File: src/rtl/krd_pkg.sv
`default_nettype none

package krd_pkg;

  // Ring size and the widths that follow from it.
  localparam int DEPTH   = 16;
  localparam int IDX_W   = $clog2(DEPTH);
  localparam int CNT_W   = $clog2(DEPTH + 1);
  localparam int KEY_W   = 32;
  localparam int VAL_W   = 32;
  localparam int OP_W    = 3;
  localparam int ST_W    = 2;
  localparam int ENTRY_W = 5;

  // Operation codes.
  localparam logic [OP_W-1:0] OP_PUSH_BACK  = 3'd0;
  localparam logic [OP_W-1:0] OP_PUSH_FRONT = 3'd1;
  localparam logic [OP_W-1:0] OP_POP_FRONT  = 3'd2;
  localparam logic [OP_W-1:0] OP_POP_BACK   = 3'd3;
  localparam logic [OP_W-1:0] OP_SEARCH     = 3'd4;
  localparam logic [OP_W-1:0] OP_UPDATE     = 3'd5;
  localparam logic [OP_W-1:0] OP_MAX        = 3'd6;

  // Result status codes.
  localparam logic [ST_W-1:0] ST_OK   = 2'd0;
  localparam logic [ST_W-1:0] ST_MISS = 2'd1;
  localparam logic [ST_W-1:0] ST_FULL = 2'd2;

  typedef struct packed {
    logic [VAL_W-1:0] value;
    logic [KEY_W-1:0] key;
  } record_t;

  // Per-cell control: load from the item, take from the next cell (shift
  // toward the front), or take from the previous cell (shift toward the back).
  typedef struct packed {
    logic load;
    logic shl;
    logic shr;
  } cell_ctrl_t;

endpackage

`default_nettype wire

File: src/rtl/krd_cell.sv
`default_nettype none

module krd_cell
  import krd_pkg::*;
(
  input  wire logic       clk,
  input  wire cell_ctrl_t ctrl,
  input  wire record_t    next_rec,
  input  wire record_t    prev_rec,
  input  wire record_t    load_rec,
  output record_t         rec_q
);

  record_t rec_r;

  // One record slot; it loads, or takes a neighbor's record, or holds.
  always_ff @(posedge clk) begin
    if (ctrl.load) begin
      rec_r <= load_rec;
    end else if (ctrl.shl) begin
      rec_r <= next_rec;
    end else if (ctrl.shr) begin
      rec_r <= prev_rec;
    end
  end

  assign rec_q = rec_r;

endmodule

`default_nettype wire

File: src/rtl/keyed_record_deque_top.sv
`default_nettype none

// Bounded double-ended queue of (key, value) records held in a row of DEPTH
// record cells in queue order, the front record in cell 0. Push and pop
// transactions and the unused opcode register their result at the end of
// the accept cycle, and a new item may be accepted in every cycle while the
// output side keeps up. Search, update and max rotate the whole row once
// past cell 0, where the key compare and the running maximum sit, and
// register their result when the rotation ends; the last rotation step waits
// for the output register to be free. Input items are accepted only while no
// scan is running and the output register is free or being taken.
module keyed_record_deque_top
  import krd_pkg::*;
(
  input  wire logic        clk,
  input  wire logic        rst_n,
  input  wire logic        in_tvalid,
  output logic             in_tready,
  input  wire logic [63:0] in_tdata,   // item_key[31:0], item_value[63:32]
  input  wire logic [2:0]  in_tuser,   // opcode[2:0]
  output logic             out_tvalid,
  input  wire logic        out_tready,
  output logic [71:0]      out_tdata,  // found_key[31:0], found_value[63:32],
                                       // entry_count[68:64], zero fill above
  output logic [1:0]       out_tuser   // status[1:0]
);

  localparam logic S_IDLE = 1'b0;
  localparam logic S_SCAN = 1'b1;
  localparam logic [IDX_W-1:0] LAST_POS = IDX_W'(DEPTH - 1);

  logic             state_r, state_nxt;
  logic [CNT_W-1:0] count_r, count_nxt;
  logic [IDX_W-1:0] pos_r, pos_nxt;
  logic [OP_W-1:0]  scan_op_r, scan_op_nxt;
  logic [KEY_W-1:0] key_r, key_nxt;
  logic [VAL_W-1:0] val_r, val_nxt;
  logic             found_r, found_nxt;
  record_t          best_r, best_nxt;

  logic             out_valid_r, out_valid_nxt;
  logic [ST_W-1:0]  out_status_r, out_status_nxt;
  record_t          out_rec_r, out_rec_nxt;
  logic [CNT_W-1:0] out_count_r, out_count_nxt;

  record_t    cell_q [DEPTH];
  cell_ctrl_t ctrl [DEPTH];
  record_t    item_rec;
  record_t    wrap_rec;
  logic       out_free;
  logic       accept;
  logic       push_back_en;
  logic       shl_en;
  logic       shr_en;
  logic       head_valid;
  logic       key_hit;
  logic       max_take;
  logic       step;

  // The record carried by the input transaction: key in the low half.
  assign item_rec = record_t'(in_tdata[KEY_W+VAL_W-1:0]);

  assign out_free  = !out_valid_r || out_tready;
  assign in_tready = (state_r == S_IDLE) && out_free;
  assign accept    = in_tvalid && in_tready;
  assign step      = (state_r == S_SCAN) && ((pos_r != LAST_POS) || out_free);

  // Compare logic at the head cell during a scan.
  assign head_valid = ({1'b0, pos_r} < count_r);
  assign key_hit    = head_valid && !found_r && (cell_q[0].key == key_r);
  assign max_take   = head_valid &&
                      ((!found_r && !cell_q[0].value[VAL_W-1]) ||
                       (found_r && ($signed(cell_q[0].value) > $signed(best_r.value))));

  // The record leaving cell 0 re-enters at the back, with a new value on an update hit.
  always_comb begin
    wrap_rec = cell_q[0];
    if ((scan_op_r == OP_UPDATE) && key_hit) begin
      wrap_rec.value = val_r;
    end
  end

  // Operation sequencing and the result register.
  always_comb begin
    state_nxt      = state_r;
    count_nxt      = count_r;
    pos_nxt        = pos_r;
    scan_op_nxt    = scan_op_r;
    key_nxt        = key_r;
    val_nxt        = val_r;
    found_nxt      = found_r;
    best_nxt       = best_r;
    out_valid_nxt  = out_valid_r && !out_tready;
    out_status_nxt = out_status_r;
    out_rec_nxt    = out_rec_r;
    out_count_nxt  = out_count_r;
    push_back_en   = 1'b0;
    shl_en         = 1'b0;
    shr_en         = 1'b0;

    unique case (state_r)
      S_IDLE: begin
        if (accept) begin
          out_status_nxt = ST_OK;
          out_rec_nxt    = '0;
          case (in_tuser)
            OP_PUSH_BACK, OP_PUSH_FRONT: begin
              if (count_r == CNT_W'(DEPTH)) begin
                out_status_nxt = ST_FULL;
              end else begin
                push_back_en = (in_tuser == OP_PUSH_BACK);
                shr_en       = (in_tuser == OP_PUSH_FRONT);
                count_nxt    = count_r + 1'b1;
              end
              out_valid_nxt = 1'b1;
            end
            OP_POP_FRONT, OP_POP_BACK: begin
              if (count_r == '0) begin
                out_status_nxt = ST_MISS;
              end else begin
                shl_en    = (in_tuser == OP_POP_FRONT);
                count_nxt = count_r - 1'b1;
              end
              out_valid_nxt = 1'b1;
            end
            OP_SEARCH, OP_UPDATE, OP_MAX: begin
              state_nxt   = S_SCAN;
              scan_op_nxt = in_tuser;
              key_nxt     = item_rec.key;
              val_nxt     = item_rec.value;
              pos_nxt     = '0;
              found_nxt   = 1'b0;
              best_nxt    = '0;
            end
            default: begin
              out_valid_nxt = 1'b1;
            end
          endcase
          out_count_nxt = count_nxt;
        end
      end
      S_SCAN: begin
        if (step) begin
          shl_en  = 1'b1;
          pos_nxt = pos_r + 1'b1;
          if ((scan_op_r == OP_MAX) ? max_take : key_hit) begin
            found_nxt = 1'b1;
            best_nxt  = cell_q[0];
          end
          if (pos_r == LAST_POS) begin
            state_nxt      = S_IDLE;
            out_valid_nxt  = 1'b1;
            out_status_nxt = found_nxt ? ST_OK : ST_MISS;
            out_rec_nxt    = (found_nxt && (scan_op_r != OP_UPDATE)) ? best_nxt : '0;
            out_count_nxt  = count_r;
          end
        end
      end
      default: begin
        state_nxt = S_IDLE;
      end
    endcase
  end

  // Per-cell controls; only the cell at the back position loads on push back.
  always_comb begin
    for (int i = 0; i < DEPTH; i++) begin
      ctrl[i].load = push_back_en && (count_r[IDX_W-1:0] == IDX_W'(i));
      ctrl[i].shl  = shl_en;
      ctrl[i].shr  = shr_en;
    end
  end

  // The row of cells, linked to their neighbors.
  for (genvar g = 0; g < DEPTH; g++) begin : g_cell
    record_t next_src;
    record_t prev_src;

    if (g == DEPTH - 1) begin : g_back
      assign next_src = wrap_rec;
    end else begin : g_mid_n
      assign next_src = cell_q[g+1];
    end

    if (g == 0) begin : g_front
      assign prev_src = item_rec;
    end else begin : g_mid_p
      assign prev_src = cell_q[g-1];
    end

    krd_cell u_cell (
      .clk      (clk),
      .ctrl     (ctrl[g]),
      .next_rec (next_src),
      .prev_rec (prev_src),
      .load_rec (item_rec),
      .rec_q    (cell_q[g])
    );
  end

  // Control registers.
  always_ff @(posedge clk) begin
    if (!rst_n) begin
      state_r     <= S_IDLE;
      count_r     <= '0;
      out_valid_r <= 1'b0;
    end else begin
      state_r     <= state_nxt;
      count_r     <= count_nxt;
      out_valid_r <= out_valid_nxt;
    end
  end

  // Scan and result payload registers.
  always_ff @(posedge clk) begin
    pos_r        <= pos_nxt;
    scan_op_r    <= scan_op_nxt;
    key_r        <= key_nxt;
    val_r        <= val_nxt;
    found_r      <= found_nxt;
    best_r       <= best_nxt;
    out_status_r <= out_status_nxt;
    out_rec_r    <= out_rec_nxt;
    out_count_r  <= out_count_nxt;
  end

  assign out_tvalid = out_valid_r;
  assign out_tuser  = out_status_r;
  assign out_tdata  = {3'b000, ENTRY_W'(out_count_r), out_rec_r.value, out_rec_r.key};

endmodule

`default_nettype wire

File: config.mk
export PLATFORM = sky130hd
export DESIGN_NAME = keyed_record_deque_top
export DESIGN_NICKNAME = d
export VERILOG_FILES = /design/src/rtl/krd_pkg.sv /design/src/rtl/krd_cell.sv /design/src/rtl/keyed_record_deque_top.sv
export SDC_FILE = /design/constraint.sdc
export NUM_CORES = 2
export LEC_CHECK = 0
export BUFFER_PORTS_ARGS = -buffer_cell sky130_fd_sc_hd__clkbuf_2
export CAP_MARGIN = 20
export CELL_PAD_IN_SITES_DETAIL_PLACEMENT = 1
export CELL_PAD_IN_SITES_GLOBAL_PLACEMENT = 1
export CORE_ASPECT_RATIO = 0.6
export CORE_MARGIN = 2
export CORE_UTILIZATION = 38
export CTS_CLUSTER_SIZE = 24
export DETAILED_ROUTE_END_ITERATION = 6
export PLACE_DENSITY_LB_ADDON = 0.1
export SLEW_MARGIN = 5
export SYNTH_ARGS = -nofsm -noshare
export SYNTH_HDL_FRONTEND = slang
export SYNTH_SLANG_ARGS = --single-unit
File: constraint.sdc
create_clock -name clk -period 14 [get_ports clk]
set_clock_uncertainty 0.1 [all_clocks]
set_input_delay 0.7 -clock clk [delete_from_list [all_inputs] [get_ports clk]]
set_output_delay 0.7 -clock clk [all_outputs]
set_load 0.05 [all_outputs]
==> results list <==
- Wires add up to 224 mm.
* Kind of start point of the critical path: flip-flop
- Dividing total power by cell area gives a power density of 140 nW/µm².
* Netlist Area Pre-Place: 62200 µm²
* Detailed-routing iteration count for the pre-antenna-repair pass: 6
- At the placement stage, the worst setup path has a slack of 8.10 ns.
- After clock tree synthesis, the clock-pin slew on the worst setup and hold paths is 0.06 ns.
- Hold slack final: 0.210 ns
- Dominant cell type by area after synthesis: sky130_fd_sc_hd__edfxtp_1
- After detailed routing, the average wire length per cell comes to 26.5 µm.
* Bufs on Longest Clock Path: 3
- Of all flip-flops after synthesis, the portion carrying an async set or reset was 0%.
* Most repeated cell in the gate-level netlist after synthesis: sky130_fd_sc_hd__nand2_1
- Via count: 49100
* Worst relative slew slack: 16.6%
- Data arrival time at the worst-slack endpoint: 6.39 ns
- H-tree depth: 4
- Multi-input combinational cell area: 22300 µm²
* Largest net degree at the start of global routing: 229
- Clock tree from TritonCTS: yes
- Commonest register cell after synthesis: sky130_fd_sc_hd__edfxtp_1
* Largest fanout on the critical path: 87
* Number of global-route vias before repair: 47500
- Result of the run: finished clean
- Share of final-layout standard cells stronger than drive strength 1: 8.01%
* Final count of hold timing violations: 0
- The first global-routing pass estimated 330 mm of wire.
- Setup slack closes at 8.12 ns.
- For this block, wires on met1 add up to 109 mm.
* Filler cell count: 18000
- Via count normalized by instance count: 5.80
* Worst-skew pair later-pin latency: 0.79 ns
- Total of warnings raised by yosys: 0
- Initial Utilization: 38.4%
* Cell count after synthesis: 6479
- Length of routed met3 wiring: 13.4 mm
* Worst ir drop on vdd: 155 µV
* Routed wl met2: 98.1 mm
* Kind of path behind the tightest hold check: primary input to flip-flop
* Nets: 6327
* P_leak: 25.5 nW
- ANT nets after route: 0
* Uppermost layer routed: met4
* Number of gates resized after cts: 0
- During I/O placement, the number of pins put on the boundary was 147.
- Leading cell types by total area after synthesis: sky130_fd_sc_hd__edfxtp_1 (59%), sky130_fd_sc_hd__nand2_1 (13%), sky130_fd_sc_hd__a31oi_1 (9.4%)
* Hold-fix buffers, CTS: 0
* DRC Markers: 0
* Final worst-path cycle share: 42.0%
- After clock tree synthesis, the setup repair step added 0 buffers.
- The HPWL after detailed placement is 126 mm.
* CP required: 14.51 ns
* GRT Resource Usage Total: 26.3%
- For the pin with the worst max-slew slack, the measured transition is 1.25 ns.
- RSZ-0062 raised after global routing: no
- Site row count: 114
- Floorplan die width: 526 µm
- Critical Setup Path Class: flip-flop to flip-flop
* CTS root buffer: sky130_fd_sc_hd__clkbuf_16
* CTS buffer count: 133
* Core Footprint: 162000 µm²
- Max Freq: 170 MHz
* #FFs+latches synth: 1238
- Routability-driven placement congestion ratio: 0.800
- FF+latch area: 37100 µm²
* P&R area growth vs syn: 8.73%
- The clock net in this run drives a total of 1238 sinks.
- Initial antenna violation count: 9
- The worst setup path is captured at a flip-flop.
- Count of buffers from port buffering: 143
- Netlist cell types: 62
- Counting flops with a built-in enable in the synthesized netlist gives 1231.
- Sequential cells were found to cover 59.6% of the synthesized design area.
- Portion of synthesized cell area occupied by the leading cell type: 59.4%
- The floorplan step defined a die boundary enclosing 167000 µm².
- Final setup violation count: 0
* Post-synthesis area per instance: 9.60 µm²
- Final critical delay including setup and external delays: 5.88 ns
- After global routing the overflow that remains totals 0.
- Die H: 317 µm
- Top cells by count, synth: sky130_fd_sc_hd__nand2_1 (2224), sky130_fd_sc_hd__edfxtp_1 (1231), sky130_fd_sc_hd__nor2_1 (985)
- The tool flagged a number of max-cap violations equal to 0.
* Number of DRC markers after the initial detailed-route iteration: 5147
- The final-report max-slew violation count came to 0.
- Total Neg Setup Slack: 0 ns
-- where the power goes --
group,switching [mW],internal (mW)
clock,1.58,1.93
sequential,0.210,4.54
combinational,0.889,0.335
-- logic make-up after synthesis --
family	after synthesis	synth area share [%]
fa+ha+maj	41	0.824
flops	1238	59.6
compound gates	1090	11.7
mux	96	1.54
buf+inv	662	5.14
other cells	1	0.00603
xor+xnor	38	0.535
simple gates	3313	20.6
-- path summary, 6_finish.rpt --
path | start | to | slack, ns | cells after the start
max | state_r | g_cell[7].u_cell.rec_q[53] | 8.12 | 10
min | in_tuser[0] | scan_op_r[0] | 0.21 | 1
max reg2reg | state_r | g_cell[7].u_cell.rec_q[53] | 8.12 | 10
min reg2reg | g_cell[1].u_cell.rec_q[1] | g_cell[0].u_cell.rec_q[1] | 0.45 | 2
-- layout make-up --
type | count | area share, %
diodes | 4 | 0.0148
clock buffers | 178 | 5.37
clock inverters | 59 | 0.649
inverters | 41 | 0.229
multi-input cells | 4581 | 32.9
flip-flops and latches | 1238 | 54.8
well taps | 2146 | 3.97
repair buffers | 220 | 2.02
-- layout by cell type (no fill, tap or decap), drive strengths merged, types with 8 or more instances in the layout --
master / n
mux2i: 96
a32o: 64
nand4: 10
ha: 41
xnor2: 9
o21ai: 17
nor2: 985
edfxtp: 1231
clkinv: 49
nor3: 39
buf: 77
a21oi: 16
clkbuf: 321
and2: 9
xor2: 29
a31oi: 931
nor4: 8
a211oi: 34
nand3: 13
inv: 44
nand2: 2224
-- state kept, by name (all words and copies together), names as in the netlist --
register             cells
out_tdata               64
key_r                   32
out_count_r              5
count_r                  5
pos_r                    4
val_r                   32
out_tvalid               1
scan_op_r                3
state_r                  1
g_cell.u_cell.rec_q   1024
best_r                  64
found_r                  1
out_tuser                2
-- worst max-delay path: stages, from the launching register on --
cell and delay, ns:
sky130_fd_sc_hd__dfxtp_4 0.54, sky130_fd_sc_hd__nand2b_1 0.38, sky130_fd_sc_hd__or3_1 0.52, sky130_fd_sc_hd__nor2_1 0.15, sky130_fd_sc_hd__nand3_1 0.15, sky130_fd_sc_hd__nand2_4 0.66, sky130_fd_sc_hd__buf_4 0.90, sky130_fd_sc_hd__buf_4 0.90
sky130_fd_sc_hd__buf_4 0.88, sky130_fd_sc_hd__nand2_1 0.15, sky130_fd_sc_hd__a31oi_1 0.22
-- routing by layer --
layer | up-vias | track usage [%]
met1 | 25200 | 40.3
met5 | - | 0
met3 | 217 | 3.44
met2 | 1551 | 39.4
li1 | 22100 | -
met4 | 0 | 5.75
-- per-stage QoR --
step           util (%)  total power, mW  instance area, µm²  std cells
4_1_cts            41.8             9.55               67700       8463
5_1_grt            41.8             9.83               67700       8466
3_3_place_gp       39.3             6.01               63500       8225
3_5_place_dp       39.3             6.04               63600       8226
6_report           41.8             9.48               67700       8467
2_1_floorplan         -             5.57               62200       6481
Note: power is estimated with default switching activity, not from simulation.
